--- config.mk ---
export PLATFORM = sky130hd
export DESIGN_NAME = crc16_byte_stream_engine
export DESIGN_NICKNAME = d
export VERILOG_FILES = /design/src/crc16bse_pkg.sv /design/src/crc16bse_front.sv /design/src/crc16bse_queue.sv /design/src/crc16bse_back.sv /design/src/crc16_byte_stream_engine.sv
export SDC_FILE = /design/constraint.sdc
export NUM_CORES = 1
export LEC_CHECK = 0
export BUFFER_PORTS_ARGS = -buffer_cell sky130_fd_sc_hd__buf_2
export CORE_MARGIN = 2
export CORE_UTILIZATION = 35
export DETAILED_ROUTE_END_ITERATION = 16
export PLACE_DENSITY_LB_ADDON = 0.08
export SLEW_MARGIN = 10
export SYNTH_ARGS = -nofsm -noshare
export SYNTH_HDL_FRONTEND = slang
export SYNTH_SLANG_ARGS = --single-unit
--- constraint.sdc ---
create_clock -name i_clk -period 3.39 [get_ports i_clk]
set_input_delay 0.678 -clock i_clk [delete_from_list [all_inputs] [get_ports i_clk]]
set_output_delay 0.678 -clock i_clk [all_outputs]
set_load 0.01 [all_outputs]
--- src/crc16bse_pkg.sv ---
`timescale 1ns / 1ps
// ----------------------------------------------------------------------------
// CRC-16 byte stream engine package
// Item types, command codes and the nibble-table CRC fold functions.
// ----------------------------------------------------------------------------
package crc16bse_pkg;

    localparam logic [15:0] CRC_INIT        = 16'hFFFF;
    localparam int          QUEUE_DEPTH_DEF = 4;

    // Command kinds assigned by the front end.
    localparam logic [1:0] KIND_CONT   = 2'd0;
    localparam logic [1:0] KIND_START  = 2'd1;
    localparam logic [1:0] KIND_END    = 2'd2;
    localparam logic [1:0] KIND_SINGLE = 2'd3;

    typedef struct packed {
        logic [7:0] data_byte;
        logic       frame_start;
        logic       frame_end;
    } t_in_item;

    typedef struct packed {
        logic [15:0] crc_value;
        logic [7:0]  crc_low;
        logic [7:0]  crc_high;
        logic        frame_done;
    } t_out_item;

    // Classified item passed from the front end to the back end.
    typedef struct packed {
        logic [7:0] data_byte;
        logic [1:0] kind;
    } t_cmd;

    // Reflected CRC-16 nibble table for polynomial 0xA001.
    function automatic logic [15:0] nib_table(input logic [3:0] idx);
        logic [15:0] val;
        case (idx)
            4'h0:    val = 16'h0000;
            4'h1:    val = 16'hCC01;
            4'h2:    val = 16'hD801;
            4'h3:    val = 16'h1400;
            4'h4:    val = 16'hF001;
            4'h5:    val = 16'h3C00;
            4'h6:    val = 16'h2800;
            4'h7:    val = 16'hE401;
            4'h8:    val = 16'hA001;
            4'h9:    val = 16'h6C00;
            4'hA:    val = 16'h7800;
            4'hB:    val = 16'hB401;
            4'hC:    val = 16'h5000;
            4'hD:    val = 16'h9C01;
            4'hE:    val = 16'h8801;
            4'hF:    val = 16'h4400;
            default: val = 16'h0000;
        endcase
        return val;
    endfunction

    function automatic logic [15:0] fold_nibble(input logic [15:0] crc, input logic [3:0] nib);
        return {4'h0, crc[15:4]} ^ nib_table(crc[3:0] ^ nib);
    endfunction

    // Low nibble first, then high nibble.
    function automatic logic [15:0] fold_byte(input logic [15:0] crc, input logic [7:0] b);
        return fold_nibble(fold_nibble(crc, b[3:0]), b[7:4]);
    endfunction

endpackage

--- src/crc16bse_front.sv ---
`timescale 1ns / 1ps
// ----------------------------------------------------------------------------
// CRC-16 front end
// Registers each incoming item and classifies it by its frame flags.
// ----------------------------------------------------------------------------
module crc16bse_front (
    input  logic                    i_clk,
    input  logic                    i_rst_n,
    input  logic                    i_valid,
    output logic                    o_stall,
    input  crc16bse_pkg::t_in_item  i_item,
    output logic                    o_push,
    output crc16bse_pkg::t_cmd      o_cmd,
    input  logic                    i_full
);
    import crc16bse_pkg::*;

    logic r_valid;
    t_cmd r_cmd;
    t_cmd n_cmd;

    // The holding register is blocked only when the queue cannot take its item.
    assign o_stall = r_valid && i_full;
    assign o_push  = r_valid && !i_full;
    assign o_cmd   = r_cmd;

    // Classify the item from its start and end flags.
    always_comb begin
        n_cmd.data_byte = i_item.data_byte;
        case ({i_item.frame_start, i_item.frame_end})
            2'b10:   n_cmd.kind = KIND_START;
            2'b01:   n_cmd.kind = KIND_END;
            2'b11:   n_cmd.kind = KIND_SINGLE;
            default: n_cmd.kind = KIND_CONT;
        endcase
    end

    // Holding register control.
    always_ff @(posedge i_clk) begin
        if (!i_rst_n) begin
            r_valid <= 1'b0;
        end else if (!o_stall) begin
            r_valid <= i_valid;
        end
    end

    // Holding register payload.
    always_ff @(posedge i_clk) begin
        if (!o_stall && i_valid) begin
            r_cmd <= n_cmd;
        end
    end

endmodule

--- src/crc16bse_queue.sv ---
`timescale 1ns / 1ps
// ----------------------------------------------------------------------------
// CRC-16 command queue
// Small first-in first-out queue between the front end and the back end.
// ----------------------------------------------------------------------------
module crc16bse_queue #(
    parameter int DEPTH = crc16bse_pkg::QUEUE_DEPTH_DEF
) (
    input  logic                i_clk,
    input  logic                i_rst_n,
    input  logic                i_push,
    input  crc16bse_pkg::t_cmd  i_cmd,
    output logic                o_full,
    input  logic                i_pop,
    output logic                o_empty,
    output crc16bse_pkg::t_cmd  o_cmd
);
    import crc16bse_pkg::*;

    localparam int PTR_W = (DEPTH > 1) ? $clog2(DEPTH) : 1;
    localparam int CNT_W = $clog2(DEPTH + 1);

    t_cmd             r_mem [DEPTH];
    logic [PTR_W-1:0] r_wr_ptr;
    logic [PTR_W-1:0] r_rd_ptr;
    logic [CNT_W-1:0] r_count;
    logic             do_push;
    logic             do_pop;

    assign o_full  = (r_count == CNT_W'(DEPTH));
    assign o_empty = (r_count == '0);
    assign do_push = i_push && !o_full;
    assign do_pop  = i_pop && !o_empty;
    assign o_cmd   = r_mem[r_rd_ptr];

    function automatic logic [PTR_W-1:0] ptr_inc(input logic [PTR_W-1:0] p);
        return (p == PTR_W'(DEPTH - 1)) ? '0 : p + 1'b1;
    endfunction

    // Pointers and fill count.
    always_ff @(posedge i_clk) begin
        if (!i_rst_n) begin
            r_wr_ptr <= '0;
            r_rd_ptr <= '0;
            r_count  <= '0;
        end else begin
            if (do_push) begin
                r_wr_ptr <= ptr_inc(r_wr_ptr);
            end
            if (do_pop) begin
                r_rd_ptr <= ptr_inc(r_rd_ptr);
            end
            if (do_push && !do_pop) begin
                r_count <= r_count + 1'b1;
            end else if (do_pop && !do_push) begin
                r_count <= r_count - 1'b1;
            end
        end
    end

    // Storage write.
    always_ff @(posedge i_clk) begin
        if (do_push) begin
            r_mem[r_wr_ptr] <= i_cmd;
        end
    end

endmodule

--- src/crc16bse_back.sv ---
`timescale 1ns / 1ps
// ----------------------------------------------------------------------------
// CRC-16 back end
// Folds each queued byte into the running CRC and holds the result item.
// ----------------------------------------------------------------------------
module crc16bse_back (
    input  logic                    i_clk,
    input  logic                    i_rst_n,
    input  logic                    i_empty,
    input  crc16bse_pkg::t_cmd      i_cmd,
    output logic                    o_pop,
    output logic                    o_valid,
    input  logic                    i_stall,
    output crc16bse_pkg::t_out_item o_item
);
    import crc16bse_pkg::*;

    logic [15:0] r_crc;
    logic [15:0] n_crc;
    logic        r_out_valid;
    t_out_item   r_out;
    logic        reload;
    logic        last;

    // Take the next command whenever the output register is free or draining.
    assign o_pop   = !i_empty && (!r_out_valid || !i_stall);
    assign o_valid = r_out_valid;
    assign o_item  = r_out;

    // Decode the command kind.
    always_comb begin
        case (i_cmd.kind)
            KIND_START:  begin reload = 1'b1; last = 1'b0; end
            KIND_END:    begin reload = 1'b0; last = 1'b1; end
            KIND_SINGLE: begin reload = 1'b1; last = 1'b1; end
            default:     begin reload = 1'b0; last = 1'b0; end
        endcase
    end

    // Two nibble steps through the table.
    assign n_crc = fold_byte(reload ? CRC_INIT : r_crc, i_cmd.data_byte);

    // Running CRC and output valid.
    always_ff @(posedge i_clk) begin
        if (!i_rst_n) begin
            r_crc       <= CRC_INIT;
            r_out_valid <= 1'b0;
        end else begin
            if (o_pop) begin
                r_crc <= n_crc;
            end
            if (o_pop) begin
                r_out_valid <= 1'b1;
            end else if (!i_stall) begin
                r_out_valid <= 1'b0;
            end
        end
    end

    // Output item payload.
    always_ff @(posedge i_clk) begin
        if (o_pop) begin
            r_out.crc_value  <= n_crc;
            r_out.crc_low    <= n_crc[7:0];
            r_out.crc_high   <= n_crc[15:8];
            r_out.frame_done <= last;
        end
    end

endmodule

--- src/crc16_byte_stream_engine.sv ---
`timescale 1ns / 1ps
// A result item passes through the front holding register, the queue and the back-end result register.
// Throughput: one byte per cycle without stalls; both nibble table steps fit in the back-end fold.
// A four-entry queue between front and back lets either side stall alone.
// Reset (synchronous, active low) empties the pipeline and loads the CRC with 0xFFFF.
// ----------------------------------------------------------------------------
// CRC-16 byte stream engine
// Reflected CRC-16 (0xA001, init 0xFFFF) over a byte stream with frame marks.
// ----------------------------------------------------------------------------
module crc16_byte_stream_engine #(
    parameter int QUEUE_DEPTH = crc16bse_pkg::QUEUE_DEPTH_DEF
) (
    input  logic                    i_clk,
    input  logic                    i_rst_n,
    input  logic                    i_valid,
    output logic                    o_stall,
    input  crc16bse_pkg::t_in_item  i_item,
    output logic                    o_valid,
    input  logic                    i_stall,
    output crc16bse_pkg::t_out_item o_item
);
    import crc16bse_pkg::*;

    logic push;
    logic pop;
    logic full;
    logic empty;
    t_cmd front_cmd;
    t_cmd queue_cmd;

    // Accept and classify items.
    crc16bse_front u_front (
        .i_clk   (i_clk),
        .i_rst_n (i_rst_n),
        .i_valid (i_valid),
        .o_stall (o_stall),
        .i_item  (i_item),
        .o_push  (push),
        .o_cmd   (front_cmd),
        .i_full  (full)
    );

    // Decoupling queue.
    crc16bse_queue #(
        .DEPTH (QUEUE_DEPTH)
    ) u_queue (
        .i_clk   (i_clk),
        .i_rst_n (i_rst_n),
        .i_push  (push),
        .i_cmd   (front_cmd),
        .o_full  (full),
        .i_pop   (pop),
        .o_empty (empty),
        .o_cmd   (queue_cmd)
    );

    // CRC fold and result register.
    crc16bse_back u_back (
        .i_clk   (i_clk),
        .i_rst_n (i_rst_n),
        .i_empty (empty),
        .i_cmd   (queue_cmd),
        .o_pop   (pop),
        .o_valid (o_valid),
        .i_stall (i_stall),
        .o_item  (o_item)
    );

endmodule

# [Word-level counts from Yosys, hierarchy flattened]
# Memories as Yosys holds them, arrays and structs flattened. A register that Yosys moved wholly into a read port is not among the register bits.
# Cells that the tools add are included.
[word_totals] reg_bits=68 ramBits=40 mem_bits_ro=224 inputBits=14 out_inout_bits=35 word_cells=67 mem_count=3
[memory_table] name="(name not given)" depth=16 word_bits=7 rd=1 rd_ports_with_merged_regs=0 wr=0 line_no="crc16bse_pkg.sv:39" source="case (idx)"
[memory_table] name="(name not given)" depth=16 word_bits=7 rd=1 rd_ports_with_merged_regs=0 wr=0 line_no="crc16bse_pkg.sv:39"
[memory_table] name="u_queue.r_mem" depth=4 word_bits=10 rd=1 rd_ports_with_merged_regs=1 wr=1 line_no="crc16bse_queue.sv:23" source="t_cmd r_mem [DEPTH];"
[classes] addsub=4 n_eq_ne=10 mux=14 n_bitwise=4 n_reduce_logical=20
[ops] op="12-bit by 16-bit bitwise XOR with 16-bit output" count=2
[ops] op="16-bit 2-to-1 mux" count=1
[ops] op="2-bit equality test, second input constant" count=6
[ops] op="1-bit logical AND" count=8
[ops] op="2-bit 2-to-1 mux" count=4
[ops] op="4-bit bitwise XOR" count=2
[ops] op="1-bit zero test" count=7
[ops] op="1-bit 2-to-1 mux" count=6
[ops] op="3-bit 2-to-1 mux" count=2
[ops] op="2-bit one-hot mux with 3 select lines" count=1
[ops] op="2-bit by 1-bit adder with 2-bit output, second input constant" count=2
[ops] op="2-bit by 1-bit equality test with 1-bit output, second input constant" count=2
[ops] op="2-bit OR reduction" count=2
[ops] op="3-bit by 1-bit adder with 3-bit output, second input constant" count=1
[ops] op="3-bit equality test, second input constant" count=1
[ops] op="3-bit zero test" count=1
[ops] op="3-bit by 1-bit subtractor with 3-bit output, second input constant" count=1
[ops] op="2-bit by 1-bit inequality test with 1-bit output, second input constant" count=1
[ops] op="2-bit nonzero test" count=1
[ops] op="1-bit logical OR" count=1

# [Longest topological paths before layout]
# An unclocked memory read counts as a cell.
[logic_depth] depth_word=10 mapped_depth=9 ltp_nobuf=8

# [By module]
# A second synthesis with hierarchy kept.
[hier_totals] hier_cells=291 hier_area_um2=3965.1
[by_module_without_submodules] mod="crc16bse_queue" n_inst=1 cells_each=103 area_each_um2=1915.6
[by_module_without_submodules] mod="crc16bse_back" n_inst=1 cells_each=171 area_each_um2=1691.6
[by_module_without_submodules] mod="crc16bse_front" n_inst=1 cells_each=17 area_each_um2=357.8

# [Worst setup path after synthesis]
# Ideal clock, no wire load.
[synth_timing] kind="input to register" from="in i_stall" to="reg u_queue.r_count[2]" setup_time_ns=0.076 t_arrival_ns=2.387 required_ns=3.314 setup_slack_ns=0.927 cell_stages=8 path_buffers=1 path_cell_list="a21o_1 clkbuf_1 ha_1 inv_1 fa_1 xor2_1 or3_1 a21boi_0"
[synth_between] elab_chain_len=7
[synth_rtl] element="from (decl)" line_no="crc16_byte_stream_engine.sv:19" source="input logic i_stall,"
[synth_rtl] element="1-bit zero test *" line_no="crc16bse_back.sv:26" source="assign o_pop = !i_empty && (!r_out_valid || !i_stall);"
[synth_rtl] element="1-bit logical OR *" line_no="crc16bse_back.sv:26"
[synth_rtl] element="1-bit logical AND *" line_no="crc16bse_back.sv:26"
[synth_rtl] element="1-bit logical AND *" line_no="crc16bse_queue.sv:33" source="assign do_pop = i_pop && !o_empty;"
[synth_rtl] element="1-bit zero test" line_no="crc16bse_queue.sv:53" source="if (do_push && !do_pop) begin"
[synth_rtl] element="1-bit logical AND" line_no="crc16bse_queue.sv:53"
[synth_rtl] element="3-bit 2-to-1 mux or 2-bit nonzero test (tied branches)"
[synth_rtl] element="to (signal assigned)" line_no="crc16bse_queue.sv:54" source="r_count <= r_count + 1'b1;"
[synth_rtl] element="to (signal assigned)" line_no="crc16bse_queue.sv:56" source="r_count <= r_count - 1'b1;"
[synth_rtl] element="to (decl)" line_no="crc16bse_queue.sv:26" source="logic [CNT_W-1:0] r_count;"
# Mark *: on every way between the ends. The rest lies on a longest branch, timed or not.
# A chain may end at the register's enable or synchronous reset.

==> run metrics <==
RSZ-0062 raised after global routing=false; worst setup path category=reg -> reg; CP Max Fanout=10; Unique masters post-synth=35; slowest CP cell=dfxtp_1; vias per inst=4.39; hold buffer count at cts=0; PortBufs=48; Worst VDD drop=0.510 mV; Primary FF master, synth=edfxtp_1; cells after synthesis=260; Worst-Skew Late Latency=0.36 ns; endpoint class of the critical path=flop; Inserted Clock Buffers=9; GPL Wtd Cong=0.734; Post-CTS Resized=0; post-route setup TNS=0 ns; Cell Chain, Critical Path=mux4_2, xnor2_2, xnor2_1, xnor2_2, xnor3_1, inv_1; Worst-path clk slew=0.10 ns; Overflow after GRT=0; antenna violations before repair=0; Root Driver=clkbuf_8; # nets final=317; number of cell rows=38; synth top area cells=edfxtp_1 (52%), dfxtp_1 (14%), mux4_1 (4.7%); drt wl/cell=13.9 um; CTS Buffer Depth=2; Max-Cap Viols=0; Final Hold Fails=0; busiest grt layer=met2; register bit total from synthesis=94; status=finished clean; TritonCTS clock tree=yes; pwr/cell area=1010 nW/um^2; fin. max-slew vios=0; post-synth top area cell=edfxtp_1; slowest stage delay, CP=0.69 ns; vias=1938; H-tree depth=3; initial core utilization=35.9%; Hold EP=u_back.r_crc[11]$_SDFFE_PN1P_; die area=12000 um^2; Antenna Nets Post-Route=0; Buf+Inv Stages, Crit Path=1; f_max=361 MHz; residual DRC count=0; Non-Filler Instances=441; synthesized area=3890 um^2; Final setup viols=0; Ys Warns=0; DP HPWL=4300 um; Pre-antenna DRT Iters=4; setup bufs post-CTS=0; leakage power=0.00163 uW; relative slew slack=35.6%; core area=10800 um^2; reg-to-reg setup timing slack=0.62 ns; Synth top area share=51.7%; DRT iter0 DRCs=41; HP Start=u_back.r_crc[11]$_SDFFE_PN1P_; final wirelength=6140 um; Post-Syn Area per Cell=15.0 um^2; P&R area growth vs syn=11.7%; CP Launch Type=flop; Worst Reg2Reg Path Length in Cells=6; Top Ports=49; worst min path class=reg -> reg; met1 usage=14.7%; Synthesized Nets=281; cell family with most CP delay=XOR/XNOR gates; most frequent cells in the layout=edfxtp_1 (67), buf_2 (48), dfxtp_1 (27); Top cell by count, worst path=xnor2_2; Worst EP required=3.51 ns; share of layout cells above drive strength 1=26.2%; met3 usage=3.20%; antenna fix cells=0; Tot GR Track Use=11.3%; largest net degree at the start of global routing=26; critical path data arrival time=2.88 ns; final period utilization=81.6%; vias in the first global route=1912; commonest non-fill, non-tap cell in the layout=edfxtp_1; worst slew pin tran=0.964 ns; Post-Place Cells=425; Sink Count=94; Die X-Extent=109 um; Worst Hold Margin=0.473 ns; EDFF count, synth=67; Worst Skew=0.0153 ns; first-pass GRT wire length=9940 um; Period minus WS final=2.77 ns; sequential share of the synthesized area=65.6%; Die Span Y=109 um; asr flop ratio synth=0%; hold path depth=2; met2 usage=17.5%; reg2reg end=u_back.o_item[9]$_DFFE_PP_
worst max path at each step:
stage                                           end    start  depth (start not counted)  slack (ns)
floorplan           u_queue.r_count[2]$_SDFFE_PN0P_  i_stall                          8        0.93
global route             u_back.o_item[8]$_DFFE_PP_     flop                          6        0.43
global placement         u_back.o_item[9]$_DFFE_PP_     flop                          6        0.63
CTS                      u_back.o_item[9]$_DFFE_PP_     flop                          6        0.57
detailed placement       u_back.o_item[9]$_DFFE_PP_     flop                          6        0.58
finish                   u_back.o_item[9]$_DFFE_PP_     flop                          6        0.62
through the flow:
stage	power [uW]	cell area, um^2	util [%]	setup WS [ns]
floorplan	3400	3890	-	0.927
global placement	3760	4160	38.4	0.625
detailed placement	3760	4160	38.4	0.583
CTS	4480	4350	40.1	0.572
global route	4740	4350	40.1	0.429
finish	4390	4350	40.1	0.623
cell usage after synthesis (2+ instances only):
cell,instances
nand2_1,25
mux2i_1,9
mux4_1,7
ha_1,6
buf_4,16
and2_1,5
mux4_2,3
nor3_1,2
o211ai_2,2
xnor2_2,3
xnor2_1,18
xor2_1,8
dfxtp_1,27
nor2b_1,5
clkbuf_1,6
or2_2,5
edfxtp_1,67
xnor3_1,2
o211ai_1,2
a21boi_0,3
inv_1,7
nor2_1,14
nand3_1,6
state kept, by name, summed over array words and instances, names as in the netlist, named ones only:
| signal | cells |
|---|---|
| u_queue.r_mem | 40 |
| u_back.o_item | 17 |
| u_back.r_crc | 16 |
| u_front.o_cmd | 10 |
| u_queue.r_count | 3 |
| u_queue.r_rd_ptr | 2 |
| u_queue.r_wr_ptr | 2 |
| u_back.o_valid | 1 |
| u_front.r_valid | 1 |
cells by family (layout without fill, tap and decap cells):
| group | count (synthesis) | after routing | synth area share (%) |
|---|---|---|---|
| xor gates and xnor gates | 31 | 31 | 8.26 |
| AOI/OAI and AO/OA | 12 | 12 | 2.44 |
| buffers and inverters | 33 | 74 | 4.95 |
| muxes | 19 | 19 | 8.78 |
| and+or+nand+nor | 64 | 64 | 7.52 |
| adders and majority gates | 7 | 7 | 2.44 |
| DFF | 94 | 94 | 65.6 |
routing by layer:
layer | part of all wire (%) | up-vias
met2 | 47 | 42
met1 | 47 | 910
met5 | 0 | -
li1 | - | 975
met3 | 4.1 | 11
met4 | 1.8 | 0
worst register-to-register path, cell delays in order (launching register included):
cell	delay, ns
dfxtp_1	0.69
mux4_2	0.64
xnor2_2	0.17
xnor2_1	0.37
xnor2_2	0.17
xnor3_1	0.44
inv_1	0.06
layout make-up:
type	instances	area (um^2)
well taps	140	175
repair buffers	50	255
fillers	1053	6490
clock inverters	7	62.6
multi-input cells	133	1150
clock buffers	9	124
inverters	8	30.0
flip-flops and latches	94	2550
power breakdown:
part	internal, uW	switching, uW
Clock	284	422
Combinational	934	974
Sequential	1610	166
Total	2830	1560
Note: power is estimated with default switching activity, not from simulation.
